## config.mk

```make
export PLATFORM = sky130hd
export DESIGN_NAME = rotary_encoder_frontend
export DESIGN_NICKNAME = d
export VERILOG_FILES = /design/src/hw/rtl/renc_pkg.sv /design/src/hw/rtl/rotary_encoder_frontend.sv
export VERILOG_INCLUDE_DIRS = /design/src /design/src/hw/rtl
export SDC_FILE = /design/constraint.sdc
export NUM_CORES = 1
export LEC_CHECK = 0
export ABC_CLOCK_PERIOD_IN_PS = 6100
export BUFFER_PORTS_ARGS = -buffer_cell sky130_fd_sc_hd__buf_2
export CAP_MARGIN = 25
export CORE_ASPECT_RATIO = 1.5
export CORE_UTILIZATION = 44
export CTS_BUF_LIST = sky130_fd_sc_hd__clkbuf_8
export DETAILED_ROUTE_END_ITERATION = 8
export GPL_TIMING_DRIVEN = 0
export SLEW_MARGIN = 30
export SYNTH_ARGS = -nofsm -noshare
export SYNTH_HDL_FRONTEND = slang
export SYNTH_SLANG_ARGS = --single-unit
```

## constraint.sdc

```tcl
create_clock -name clk -period 6.1 [get_ports clk]
set_clock_uncertainty 0.1 [all_clocks]
set_input_delay 0.915 -clock clk [delete_from_list [all_inputs] [get_ports clk]]
set_output_delay 0.915 -clock clk [all_outputs]
set_load 0.02 [all_outputs]
```

## src/hw/rtl/rotary_encoder_frontend_defines.svh

```systemverilog
// Assertion macros for the rotary encoder front end.
// Expects clk and rst_n in the scope of each use; no other dependencies.
`ifndef ROTARY_ENCODER_FRONTEND_DEFINES_SVH
`define ROTARY_ENCODER_FRONTEND_DEFINES_SVH

// Condition must hold at every clock edge out of reset.
`define RENC_ASSERT_ALWAYS(label, cond) \
    label: assert property (@(posedge clk) disable iff (!rst_n) (cond)) \
        else $error("renc invariant violated");

// Consequent must hold in the same cycle as the antecedent.
`define RENC_ASSERT_SAME(label, ante, cons) \
    label: assert property (@(posedge clk) disable iff (!rst_n) (ante) |-> (cons)) \
        else $error("renc same-cycle check failed");

// Consequent must hold in the cycle after the antecedent.
`define RENC_ASSERT_NEXT(label, ante, cons) \
    label: assert property (@(posedge clk) disable iff (!rst_n) (ante) |=> (cons)) \
        else $error("renc next-cycle check failed");

`endif

```

## src/hw/rtl/renc_pkg.sv

```systemverilog
// Types and constants for the rotary encoder front end.
// No dependencies; imported by rotary_encoder_frontend.
package renc_pkg;

    // Item kinds
    localparam logic [2:0] KIND_PIN       = 3'd0;
    localparam logic [2:0] KIND_TICK      = 3'd1;
    localparam logic [2:0] KIND_DIRECTION = 3'd2;
    localparam logic [2:0] KIND_DELTA     = 3'd3;
    localparam logic [2:0] KIND_BUTTON    = 3'd4;

    // Configuration register indexes
    localparam int unsigned CFG_INDEX_W = 2;
    localparam logic [CFG_INDEX_W-1:0] CFG_BUTTON_DEBOUNCE   = 2'd0;
    localparam logic [CFG_INDEX_W-1:0] CFG_ROTATION_DEBOUNCE = 2'd1;
    localparam logic [CFG_INDEX_W-1:0] CFG_GLITCH_SAMPLES    = 2'd2;
    localparam int unsigned CFG_DATA_W = 16;

    localparam logic [15:0] BUTTON_DEBOUNCE_RESET   = 16'd50;
    localparam logic [15:0] ROTATION_DEBOUNCE_RESET = 16'd50;
    localparam logic [9:0]  GLITCH_SAMPLES_RESET    = 10'd80;

    localparam logic signed [8:0] COUNT_LIMIT    = 9'sd100;
    localparam logic [16:0]       PRESS_GUARD_MS = 17'd20;
    localparam logic [9:0]        RUN_MAX        = 10'h3FF;

    typedef struct packed {
        logic [2:0] kind;
        logic       level_a;
        logic       level_b;
        logic       button_level;
    } item_in_t;

    typedef struct packed {
        logic signed [1:0] direction;
        logic signed [7:0] delta;
        logic              pressed;
    } item_out_t;

    typedef struct packed {
        logic       hit;
        logic       level;
        logic [9:0] run;
    } filt_result_t;

endpackage

```

## src/hw/rtl/rotary_encoder_frontend.sv

```systemverilog
// Rotary encoder front end: glitch filter, x4 quadrature counter, button debounce.
// Depends on renc_pkg and rotary_encoder_frontend_defines.svh.
// Pipeline: an input transfer loads the input register; out_valid rises when the result register loads.
// Throughput: one item per cycle unless out_ready stalls; each item is one pass through the logic between the two.
// Reset (async, rst_n low): clock, stamps, count and flags clear, filtered A/B and last
// button sample go high, debounces reset to 50 ms and the glitch filter to 80 samples.
`include "rotary_encoder_frontend_defines.svh"

module rotary_encoder_frontend
    import renc_pkg::*;
(
    input  logic                   clk,
    input  logic                   rst_n,
    input  logic                   in_valid,
    output logic                   in_ready,
    input  item_in_t               in_data,
    output logic                   out_valid,
    input  logic                   out_ready,
    output item_out_t              out_data,
    input  logic                   cfg_we,
    input  logic [CFG_INDEX_W-1:0] cfg_index,
    input  logic [CFG_DATA_W-1:0]  cfg_data
);

    function automatic filt_result_t filter_step(input logic raw, input logic filt,
                                                 input logic [9:0] run,
                                                 input logic [9:0] need);
        filt_result_t r;
        logic [9:0] run_inc;
        r.hit   = 1'b0;
        r.level = filt;
        r.run   = '0;
        run_inc = (run != RUN_MAX) ? run + 10'd1 : run;
        if (raw != filt)
        begin
            if (run_inc >= need)
            begin
                r.hit   = 1'b1;
                r.level = raw;
            end
            else
            begin
                r.run = run_inc;
            end
        end
        return r;
    endfunction

    function automatic logic signed [7:0] count_step(input logic signed [7:0] c,
                                                     input logic up);
        logic signed [8:0] sum;
        sum = {c[7], c} + (up ? 9'sd1 : -9'sd1);
        if (sum >= COUNT_LIMIT || sum <= -COUNT_LIMIT)
            return '0;
        return sum[7:0];
    endfunction

    // Configuration
    logic [15:0] btn_deb_reg;
    logic [15:0] rot_deb_reg;
    logic [9:0]  glitch_reg;

    // Input and result stages
    logic      s1_valid_reg;
    item_in_t  s1_data_reg;
    logic      out_valid_reg;
    item_out_t out_data_reg;
    item_out_t out_data_next;

    // Block state
    logic [31:0]       now_reg,       now_next;
    logic [31:0]       last_btn_reg,  last_btn_next;
    logic [31:0]       last_rot_reg,  last_rot_next;
    logic              pending_reg,   pending_next;
    logic signed [7:0] count_reg,     count_next;
    logic              filt_a_reg,    filt_a_next;
    logic              filt_b_reg,    filt_b_next;
    logic [9:0]        run_a_reg,     run_a_next;
    logic [9:0]        run_b_reg,     run_b_next;
    logic              btn_last_reg,  btn_last_next;

    logic              out_adv;
    logic              proc;
    filt_result_t      fa;
    filt_result_t      fb;
    logic signed [7:0] count_a;
    logic [31:0]       btn_elapsed;
    logic [31:0]       rot_elapsed;
    logic [16:0]       press_need;
    logic [2:0]        out_nonzero;

    assign out_adv   = !out_valid_reg || out_ready;
    assign proc      = s1_valid_reg && out_adv;
    assign in_ready  = !s1_valid_reg || out_adv;
    assign out_valid = out_valid_reg;
    assign out_data  = out_data_reg;

    always_ff @(posedge clk or negedge rst_n)
    begin
        if (!rst_n)
        begin
            btn_deb_reg <= BUTTON_DEBOUNCE_RESET;
            rot_deb_reg <= ROTATION_DEBOUNCE_RESET;
            glitch_reg  <= GLITCH_SAMPLES_RESET;
        end
        else if (cfg_we)
        begin
            case (cfg_index)
                CFG_BUTTON_DEBOUNCE:   btn_deb_reg <= cfg_data;
                CFG_ROTATION_DEBOUNCE: rot_deb_reg <= (cfg_data == '0) ?
                                                      ROTATION_DEBOUNCE_RESET : cfg_data;
                CFG_GLITCH_SAMPLES:    glitch_reg  <= cfg_data[9:0];
                default:               ;
            endcase
        end
    end

    always_ff @(posedge clk or negedge rst_n)
    begin
        if (!rst_n)
        begin
            s1_valid_reg  <= 1'b0;
            out_valid_reg <= 1'b0;
        end
        else
        begin
            if (in_ready)
                s1_valid_reg <= in_valid;
            if (out_adv)
                out_valid_reg <= s1_valid_reg;
        end
    end

    always_ff @(posedge clk)
    begin
        if (in_ready && in_valid)
            s1_data_reg <= in_data;
        if (proc)
            out_data_reg <= out_data_next;
    end

    always_ff @(posedge clk or negedge rst_n)
    begin
        if (!rst_n)
        begin
            now_reg      <= '0;
            last_btn_reg <= '0;
            last_rot_reg <= '0;
            pending_reg  <= 1'b0;
            count_reg    <= '0;
            filt_a_reg   <= 1'b1;
            filt_b_reg   <= 1'b1;
            run_a_reg    <= '0;
            run_b_reg    <= '0;
            btn_last_reg <= 1'b1;
        end
        else
        begin
            now_reg      <= now_next;
            last_btn_reg <= last_btn_next;
            last_rot_reg <= last_rot_next;
            pending_reg  <= pending_next;
            count_reg    <= count_next;
            filt_a_reg   <= filt_a_next;
            filt_b_reg   <= filt_b_next;
            run_a_reg    <= run_a_next;
            run_b_reg    <= run_b_next;
            btn_last_reg <= btn_last_next;
        end
    end

    // Elapsed times are wrap-safe 32-bit differences
    assign btn_elapsed = now_reg - last_btn_reg;
    assign rot_elapsed = now_reg - last_rot_reg;
    assign press_need  = {1'b0, rot_deb_reg} + PRESS_GUARD_MS;

    assign fa = filter_step(s1_data_reg.level_a, filt_a_reg, run_a_reg, glitch_reg);
    assign fb = filter_step(s1_data_reg.level_b, filt_b_reg, run_b_reg, glitch_reg);

    // Each edge is judged against the other channel's level from before this sample
    assign count_a = fa.hit ? count_step(count_reg, s1_data_reg.level_a != filt_b_reg)
                            : count_reg;

    always_comb
    begin
        now_next      = now_reg;
        last_btn_next = last_btn_reg;
        last_rot_next = last_rot_reg;
        pending_next  = pending_reg;
        count_next    = count_reg;
        filt_a_next   = filt_a_reg;
        filt_b_next   = filt_b_reg;
        run_a_next    = run_a_reg;
        run_b_next    = run_b_reg;
        btn_last_next = btn_last_reg;
        out_data_next = '0;

        if (proc)
        begin
            case (s1_data_reg.kind)
                KIND_PIN:
                begin
                    filt_a_next = fa.level;
                    run_a_next  = fa.run;
                    filt_b_next = fb.level;
                    run_b_next  = fb.run;
                    count_next  = fb.hit ?
                                  count_step(count_a, s1_data_reg.level_b == filt_a_reg) :
                                  count_a;
                    if (btn_last_reg && !s1_data_reg.button_level &&
                        btn_elapsed > {16'd0, btn_deb_reg})
                    begin
                        pending_next  = 1'b1;
                        last_btn_next = now_reg;
                    end
                    btn_last_next = s1_data_reg.button_level;
                end
                KIND_TICK:
                begin
                    now_next = now_reg + 32'd1;
                end
                KIND_DIRECTION:
                begin
                    count_next = '0;
                    if (count_reg != '0)
                    begin
                        last_rot_next = now_reg;
                        // Inside the lockout the count is dropped with no direction
                        if (rot_elapsed >= {16'd0, rot_deb_reg})
                            out_data_next.direction = count_reg[7] ? -2'sd1 : 2'sd1;
                    end
                end
                KIND_DELTA:
                begin
                    out_data_next.delta = count_reg;
                    count_next          = '0;
                end
                KIND_BUTTON:
                begin
                    if (pending_reg)
                    begin
                        pending_next = 1'b0;
                        out_data_next.pressed = !btn_last_reg &&
                                                (rot_elapsed >= {15'd0, press_need});
                    end
                end
                default: ;
            endcase
        end
    end

    assign out_nonzero = {out_data_reg.direction != 2'sd0, out_data_reg.delta != 8'sd0,
                          out_data_reg.pressed};

    `RENC_ASSERT_ALWAYS(a_count_range, (count_reg < COUNT_LIMIT) && (count_reg > -COUNT_LIMIT))
    `RENC_ASSERT_NEXT(a_stage_drains, s1_valid_reg && !out_valid_reg, out_valid_reg)
    `RENC_ASSERT_SAME(a_one_field, out_valid_reg, $countones(out_nonzero) <= 1)
    `RENC_ASSERT_NEXT(a_delta_clears, proc && (s1_data_reg.kind == KIND_DELTA), count_reg == 8'sd0)
    `RENC_ASSERT_NEXT(a_button_consumes, proc && (s1_data_reg.kind == KIND_BUTTON), !pending_reg)

endmodule
```

==> results of run 1 <==
-- metal layers --
| layer | GRT usage | vias up | part of all wire |
|---|---|---|---|
| met2 | 0.425 | 178 | 0.53 |
| met1 | 0.257 | 5769 | 0.41 |
| met3 | 0.0236 | 61 | 0.024 |
| li1 | - | 5848 | - |
| met4 | 0.0942 | 0 | 0.031 |
| met5 | 0 | - | 0 |
-- critical path: stages, from the launching register on --
cell and delay, ns:
sky130_fd_sc_hd__dfstp_2 0.60, sky130_fd_sc_hd__xor2_2 0.31, sky130_fd_sc_hd__xnor2_1 0.15, sky130_fd_sc_hd__ha_1 0.28, sky130_fd_sc_hd__or4_1 0.41, sky130_fd_sc_hd__mux2i_1 0.25, sky130_fd_sc_hd__xor2_1 0.25, sky130_fd_sc_hd__o2111a_1 0.29
sky130_fd_sc_hd__o211ai_1 0.15, sky130_fd_sc_hd__o31a_1 0.23, sky130_fd_sc_hd__o31ai_4 0.28, sky130_fd_sc_hd__ha_1 0.30, sky130_fd_sc_hd__o21ai_0 0.17, sky130_fd_sc_hd__nand2b_1 0.15, sky130_fd_sc_hd__o211a_1 0.15, sky130_fd_sc_hd__o21ai_0 0.22
sky130_fd_sc_hd__nand2_1 0.18, sky130_fd_sc_hd__nor4_4 0.22, sky130_fd_sc_hd__o2bb2ai_4 0.18, sky130_fd_sc_hd__mux2i_2 0.35, sky130_fd_sc_hd__or3b_1 0.38, sky130_fd_sc_hd__nand3_1 0.08
-- what timing repair did --
item,in CTS,in global routing
endpoints found under the hold margin,0,0
cloned,0,0
hold buffers,0,0
pin swaps,1,1
buffers inserted,1,1
endpoints found under the setup margin,40,40
resized for setup,6,19
-- area by class of cell --
type                    count  area (µm²)
plain buffers              49         213
clock buffers              18         248
clock inverters            14         166
fillers                  3141       16800
inverters                 151         567
multi-input cells        1204        8950
flip-flops and latches    189        4830
well taps                 415         519
repair buffers             45         285
-- power by group through the flow --
stage               logic, mW  registers, mW  clock network, mW
floorplan                2.09           1.48                  0
global placement         2.68           1.51                  0
CTS                      2.77           1.49              0.885
global route             3.17           1.51              0.926
detailed placement       2.75           1.52                  0
finish                   2.79           1.49              0.859
-- cells in the mapped netlist, types with 5 or more instances --
cell type                   count
sky130_fd_sc_hd__a31oi_1        9
sky130_fd_sc_hd__and3_1        15
sky130_fd_sc_hd__xnor2_1       69
sky130_fd_sc_hd__or2_2          7
sky130_fd_sc_hd__o21bai_1      16
sky130_fd_sc_hd__a22oi_1        9
sky130_fd_sc_hd__xor2_1        34
sky130_fd_sc_hd__a21o_1        32
sky130_fd_sc_hd__a211oi_1      15
sky130_fd_sc_hd__a21oi_1       97
sky130_fd_sc_hd__dfrtp_1      161
sky130_fd_sc_hd__o21a_1        18
sky130_fd_sc_hd__inv_1        151
sky130_fd_sc_hd__nor2b_1        9
sky130_fd_sc_hd__nand2b_1      25
sky130_fd_sc_hd__mux2_2        88
sky130_fd_sc_hd__ha_1         142
sky130_fd_sc_hd__nor4_1        14
sky130_fd_sc_hd__nor2_1        97
sky130_fd_sc_hd__nand4_1       32
sky130_fd_sc_hd__o2111ai_1      7
sky130_fd_sc_hd__nand2_1      126
sky130_fd_sc_hd__nand3b_1       8
sky130_fd_sc_hd__nor3_1        32
sky130_fd_sc_hd__nand3_1       45
sky130_fd_sc_hd__clkbuf_1      39
sky130_fd_sc_hd__mux2i_1       17
sky130_fd_sc_hd__mux2_1         6
sky130_fd_sc_hd__a22o_1         9
sky130_fd_sc_hd__or3_1         11
sky130_fd_sc_hd__dfstp_2       11
sky130_fd_sc_hd__o211ai_1      20
sky130_fd_sc_hd__o31ai_1        9
sky130_fd_sc_hd__and2_1        13
sky130_fd_sc_hd__a2111oi_0      5
sky130_fd_sc_hd__edfxtp_1      17
sky130_fd_sc_hd__o21ai_0       87
-- cells by family after synthesis --
group | after synthesis
AND/OR/NAND/NOR | 454
AO/OA/AOI/OAI | 389
buffers and inverters | 200
flip-flops | 189
adder cells (fa/ha/maj) | 145
multiplexers | 112
XOR/XNOR | 104
-- path summary, 6_finish.rpt --
kind | endpoint | slack, ns | from
setup / recovery | count_reg[4] | 0.33 | filt_b_reg
hold / removal | btn_deb_reg[7] | 0.10 | rst_n
setup reg to reg | count_reg[4] | 0.33 | filt_b_reg
hold reg to reg | btn_last_reg | 0.38 | btn_last_reg
max in group asynchronous | last_rot_reg[26] | 4.72 | rst_n
min in group clk | btn_last_reg | 0.38 | btn_last_reg
==> run summary, run 1 <==
Number of nets in the finished design -> 1,831
Number of buffers created by CTS -> 17
Arr. time, crit path -> 6.12 ns
Cell count after placement -> 2,051
Post-route ant nets -> 0
Max-slew violation count -> 0
Number of DRC violations after detailed-routing iteration 0 -> 466
Average cell area after synthesis -> 9.08 µm²
Xor and xnor fraction of the mapped netlist area -> 0.0635
Crit path max fanout -> 7
Inserted Diodes -> 0
Post-synthesis sequential area ratio -> 0.334
Period utilisation layout -> 0.945
Total overflow reported by the global router -> 0
Area after DPL -> 15,300 µm²
Static leakage power -> 7.49 nW
Area fraction of the dominant cell type after synthesis -> 0.278
Most common library cell in the layout ignoring fill and taps -> sky130_fd_sc_hd__dfrtp_1
Cell row count -> 81
Maximum number of pins on one net before global-route repair -> 85
Yosys top cell by area -> sky130_fd_sc_hd__dfrtp_1
Worst setup margin -> 0.333 ns
Design Area, Final -> 15,800 µm²
Post-DP HPWL -> 29,400 µm
Net switching share of the total power -> 0.427
Path class of the lowest-slack min-delay path -> in -> async
Clock-pin slew reported for the worst setup and hold paths after clock tree synthesis -> 0.12 ns
Power per unit of standard cell area -> 326 nW/µm²
Overall power consumption -> 5.14 mW
Crit start category -> flip-flop
R2R depth -> 21
Setup total negative slack -> 0 ns
Maximum level of the CTS H-tree -> 4
Post-synth design cell area -> 14,500 µm²
Main flop type after synthesis -> sky130_fd_sc_hd__dfrtp_1
Commonest cells after routing, fill and taps aside -> sky130_fd_sc_hd__dfrtp_1, sky130_fd_sc_hd__inv_1, sky130_fd_sc_hd__ha_1
DRT Pass-1 Iters -> 5
Core area -> 32,500 µm²
Clk pwr share -> 0.167
Warnings from Yosys -> 0
CP Data Required Time -> 6.45 ns
Type of the worst setup path -> reg -> reg
Cell internal power dissipation -> 2.95 mW
Multiplexer area fraction after synthesis -> 0.0859
Final count of negative-setup-slack endpoints -> 0
Die W -> 150 µm
DRC -> 0
Worst-case setup slack after placement -> -0.526 ns
Status -> finished clean
Sink Count -> 189
Root Buffer -> sky130_fd_sc_hd__clkbuf_8
Final critical delay including setup and external delays -> 5.77 ns
RSZ-0062 raised after global routing -> false
Antenna violations before repair -> 0
P_sw -> 2.20 mW
Final routed wirelength across all metal layers -> 36,700 µm
Compound-cell area share of the yosys netlist -> 0.182
Initial Util -> 0.445
RePlAce Congestion -> 0.869
Sequential Power Share -> 0.290
Maximum buffer depth of the clock tree -> 2
Total nets after synthesis -> 1,767
Most area-consuming cells after synthesis -> sky130_fd_sc_hd__dfrtp_1, sky130_fd_sc_hd__ha_1, sky130_fd_sc_hd__mux2_2
Instance count of the mapped netlist -> 1,593
Maximum vdd ir drop -> 0.000152 V
Number of register bits inferred by synthesis -> 189
Fraction of layout cells with a size suffix above 1 -> 0.133
Max_cap viols -> 0
Later-pin clock latency in the skew report -> 0.52 ns
Top-Level Pins -> 42
Fraction of synthesis flops using an asynchronous set or reset pin -> 0.910
Distinct cell type count of the synthesized netlist -> 88
Fin cells -> 2,085
GRT Overall Usage -> 0.227
Detailed-route via count -> 11,856
Main combinational cell family by area after synthesis -> compound AO/OA/AOI/OAI gates
Hold Slack -> 0.100 ns
Adder-cell share of the synthesized area -> 0.127
Floorplan die height -> 224 µm
Basic-gate share of the synthesized area counting and, or, nand and nor cells -> 0.155
Number of buffers added on ports -> 41
Headroom to the max-slew limit -> 0.402
Number of vias per cell -> 5.69
Max Freq -> 173 MHz
CTS tree -> built
Vias in the first global route -> 11,792
Slew @ Worst Pin -> 0.889 ns
Comb pwr share -> 0.543
Mean routed wirelength per cell -> 17.6 µm
First-pass GRT wire length -> 59,500 µm
Number of hold violations in the final report -> 0
Endpoint class of the critical path -> flip-flop
Die area -> 33,600 µm²
Area Growth Syn to Fin -> 9.06%
Number of enable flip-flop cells after synthesis -> 17
Final core utilization -> 0.485
Note: power is estimated with default switching activity, not from simulation.
==> inputs of run 2 (changes only) <==
CELL_PAD_IN_SITES_DETAIL_PLACEMENT = 1   (was not set)
CELL_PAD_IN_SITES_GLOBAL_PLACEMENT = 1   (was not set)
CORE_MARGIN = 2   (was not set)
PLACE_DENSITY_LB_ADDON = 0.1   (was not set)
==> run 2 against run 1 <==
  * Clock-buffer cell count up 2
  * Largest power group unchanged
  * Highest routed layer unchanged
  * Non-clock buffer count rose by 3
  * Utilization rose by 0.19 points
  * Global-route usage up 0.53 points
==> run summary, run 2 (synthesis results as in run 1) <==
Status -> finished clean
First-pass GRT wire length -> 64,200 µm (+8.0%)
Sequential Power Share -> 0.287 (-0.003)
Multi-input gate area -> 9000 µm² (+0.48%)
DRT Pass-1 Iters -> 4 (-1)
Floorplan die height -> 226 µm (+0.89%)
Maximum buffer depth of the clock tree -> 2 (unchanged)
Number of DRC violations after detailed-routing iteration 0 -> 478 (+2.6%)
Fraction of layout cells with a size suffix above 1 -> 0.137 (+0.00395)
Fill count -> 3,812 (+21%)
Static leakage power -> 7.52 nW (+0.33%)
Initial Util -> 0.445 (unchanged)
Top-Level Pins -> 42 (unchanged)
Commonest cells after routing, fill and taps aside -> sky130_fd_sc_hd__dfrtp_1, sky130_fd_sc_hd__inv_1, sky130_fd_sc_hd__ha_1
Detailed-route via count -> 11,916 (+0.51%)
Cell count after placement -> 2,052 (+0.049%)
Slew @ Worst Pin -> 0.831 ns (-0.0576 ns)
Core area -> 32,500 µm² (unchanged)
Arr. time, crit path -> 6.02 ns (-0.10 ns)
Antenna violations before repair -> 0 (unchanged)
Number of nets in the finished design -> 1,834 (+0.16%)
Max Freq -> 176 MHz (+1.6%)
Setup slack on the worst flop-to-flop path -> 0.42 ns (+0.09 ns)
Clk pwr share -> 0.167 (about the same)
Period utilisation layout -> 0.931 (-0.0145)
Final core utilization -> 0.487 (+0.00188)
Max-slew violation count -> 0 (unchanged)
Headroom to the max-slew limit -> 0.446 (+0.0433)
R2R depth -> 22 (+4.8%)
Most common library cell in the layout ignoring fill and taps -> sky130_fd_sc_hd__dfrtp_1
Design Area, Final -> 15,800 µm² (+0.39%)
Area after DPL -> 15,300 µm² (about the same)
Path class of the lowest-slack min-delay path -> in -> async
Number of hold violations in the final report -> 0 (unchanged)
Register area -> 4830 µm² (about the same)
Timing startpoint of the critical path -> filt_b_reg
Root Buffer -> sky130_fd_sc_hd__clkbuf_8
Worst-case setup slack after placement -> -0.443 ns (+0.0828 ns)
P_sw -> 2.21 mW (+0.31%)
Cell internal power dissipation -> 3.01 mW (+2.1%)
Die area -> 34,400 µm² (+2.2%)
Crit path max fanout -> 7 (unchanged)
Sink Count -> 189 (unchanged)
Vias in the first global route -> 12,689 (+7.6%)
Later-pin clock latency in the skew report -> 0.53 ns (about the same)
Number of buffers added on ports -> 41 (unchanged)
Mean routed wirelength per cell -> 18.8 µm (+6.8%)
Post-route ant nets -> 0 (unchanged)
CP Data Required Time -> 6.44 ns (about the same)
Clock-pin slew reported for the worst setup and hold paths after clock tree synthesis -> 0.10 ns (-0.02 ns)
Cell row count -> 81 (unchanged)
Maximum vdd ir drop -> 0.000221 V (+46%)
Fin cells -> 2,089 (+0.19%)
Maximum level of the CTS H-tree -> 4 (unchanged)
Final count of negative-setup-slack endpoints -> 0 (unchanged)
Post-DP HPWL -> 31,900 µm (+8.5%)
RePlAce Congestion -> 0.839 (-3.5%)
Final routed wirelength across all metal layers -> 39,300 µm (+7.0%)
Area Growth Syn to Fin -> 9.49%
Number of buffers inserted by hold repair at cts -> 0 (unchanged)
Total overflow reported by the global router -> 0 (unchanged)
Maximum number of pins on one net before global-route repair -> 87 (+2.4%)
Net switching share of the total power -> 0.423 (-0.00429)
Max_cap viols -> 0 (unchanged)
Number of vias per cell -> 5.70 (+0.31%)
DRC -> 0 (unchanged)
Number of buffers created by CTS -> 17 (unchanged)
Startpoint of the worst-slack reg-to-reg timing path -> filt_b_reg
Power per unit of standard cell area -> 329 nW/µm² (+0.94%)
Type of the worst setup path -> reg -> reg
Comb pwr share -> 0.546 (+0.003)
Termination of the worst setup path -> count_reg[5]
GRT Overall Usage -> 0.232 (+0.00529)
Crit start category -> flip-flop
Reg2reg end -> count_reg[5]
Endpoint class of the critical path -> flip-flop
Final critical delay including setup and external delays -> 5.68 ns (-0.0887 ns)
Die W -> 152 µm (+1.3%)
Worst setup margin -> 0.422 ns (+0.0887 ns)
CTS tree -> built
-- run 2: through the flow --
stage | total power, mW | hold slack (ns) | TNS, ns
5_1_grt | 5.67 | 0.148 | -0.00325
3_5_place_dp | 4.34 | 0.368 | -11.57
2_1_floorplan | 3.57 | 0.341 | 0
3_3_place_gp | 4.22 | 0.358 | -9.03
4_1_cts | 5.26 | 0.122 | 0
6_report | 5.21 | 0.154 | 0
-- run 2: area by class of cell --
| cell class | instances | area share |
|---|---|---|
| flip-flops and latches | 189 | 0.305 |
| clock buffers | 20 | 0.0174 |
| inverters | 151 | 0.0358 |
| diodes | 1 | 0.000158 |
| clock inverters | 12 | 0.00821 |
| well taps | 415 | 0.0328 |
| multi-input cells | 1204 | 0.568 |
| plain buffers | 48 | 0.0132 |
| repair buffers | 49 | 0.0197 |
-- run 2: what timing repair did --
action / CTS / global route
endpoints found under the setup margin: 40 / 40
gates resized for setup: 12 / 22
setup buffers: 0 / 5
pin swaps: 0 / 2
-- run 2: worst min-delay path by stage --
stage / cells after the start / endpoint / slack (ns) / from
CTS: 1 / run_b_reg[9] / 0.12 / rst_n
global route: 1 / run_b_reg[6] / 0.15 / rst_n
detailed placement: 2 / btn_last_reg / 0.37 / btn_last_reg
floorplan: 2 / btn_last_reg / 0.34 / btn_last_reg
finish: 1 / run_b_reg[6] / 0.15 / rst_n
global placement: 2 / btn_last_reg / 0.36 / btn_last_reg
-- run 2: worst max-delay path: stages, from the launching register on --
cell                       delay [ns]
sky130_fd_sc_hd__dfstp_2         0.62
sky130_fd_sc_hd__xor2_4          0.24
sky130_fd_sc_hd__xnor2_1         0.13
sky130_fd_sc_hd__ha_1            0.28
sky130_fd_sc_hd__or4_1           0.44
sky130_fd_sc_hd__mux2i_2         0.23
sky130_fd_sc_hd__xor2_1          0.26
sky130_fd_sc_hd__o2111a_1        0.31
sky130_fd_sc_hd__o211ai_1        0.14
sky130_fd_sc_hd__o31a_1          0.24
sky130_fd_sc_hd__o31ai_4         0.25
sky130_fd_sc_hd__inv_1           0.10
sky130_fd_sc_hd__fa_1            0.44
sky130_fd_sc_hd__nor2b_1         0.13
sky130_fd_sc_hd__o21ai_1         0.09
sky130_fd_sc_hd__a21oi_1         0.24
sky130_fd_sc_hd__o21ai_2         0.10
sky130_fd_sc_hd__a21boi_1        0.29
sky130_fd_sc_hd__o311a_1         0.21
sky130_fd_sc_hd__o21ai_0         0.14
sky130_fd_sc_hd__mux2i_4         0.31
sky130_fd_sc_hd__o21ai_1         0.15
sky130_fd_sc_hd__a31oi_1         0.17
-- run 2: per-layer routing --
metal / part of all wire / routed length [µm] / GRT usage
met5: 0 / 0 / 0
met4: 0.046 / 1820 / 0.119
met3: 0.017 / 681 / 0.0263
met2: 0.53 / 20800 / 0.439
met1: 0.41 / 16000 / 0.256
-- run 2: power groups by stage --
stage	Clock, mW	Sequential, mW	Combinational (mW)
global placement	0	1.51	2.71
detailed placement	0	1.52	2.82
global route	0.942	1.51	3.22
floorplan	0	1.48	2.09
finish	0.870	1.49	2.85
CTS	0.904	1.50	2.86
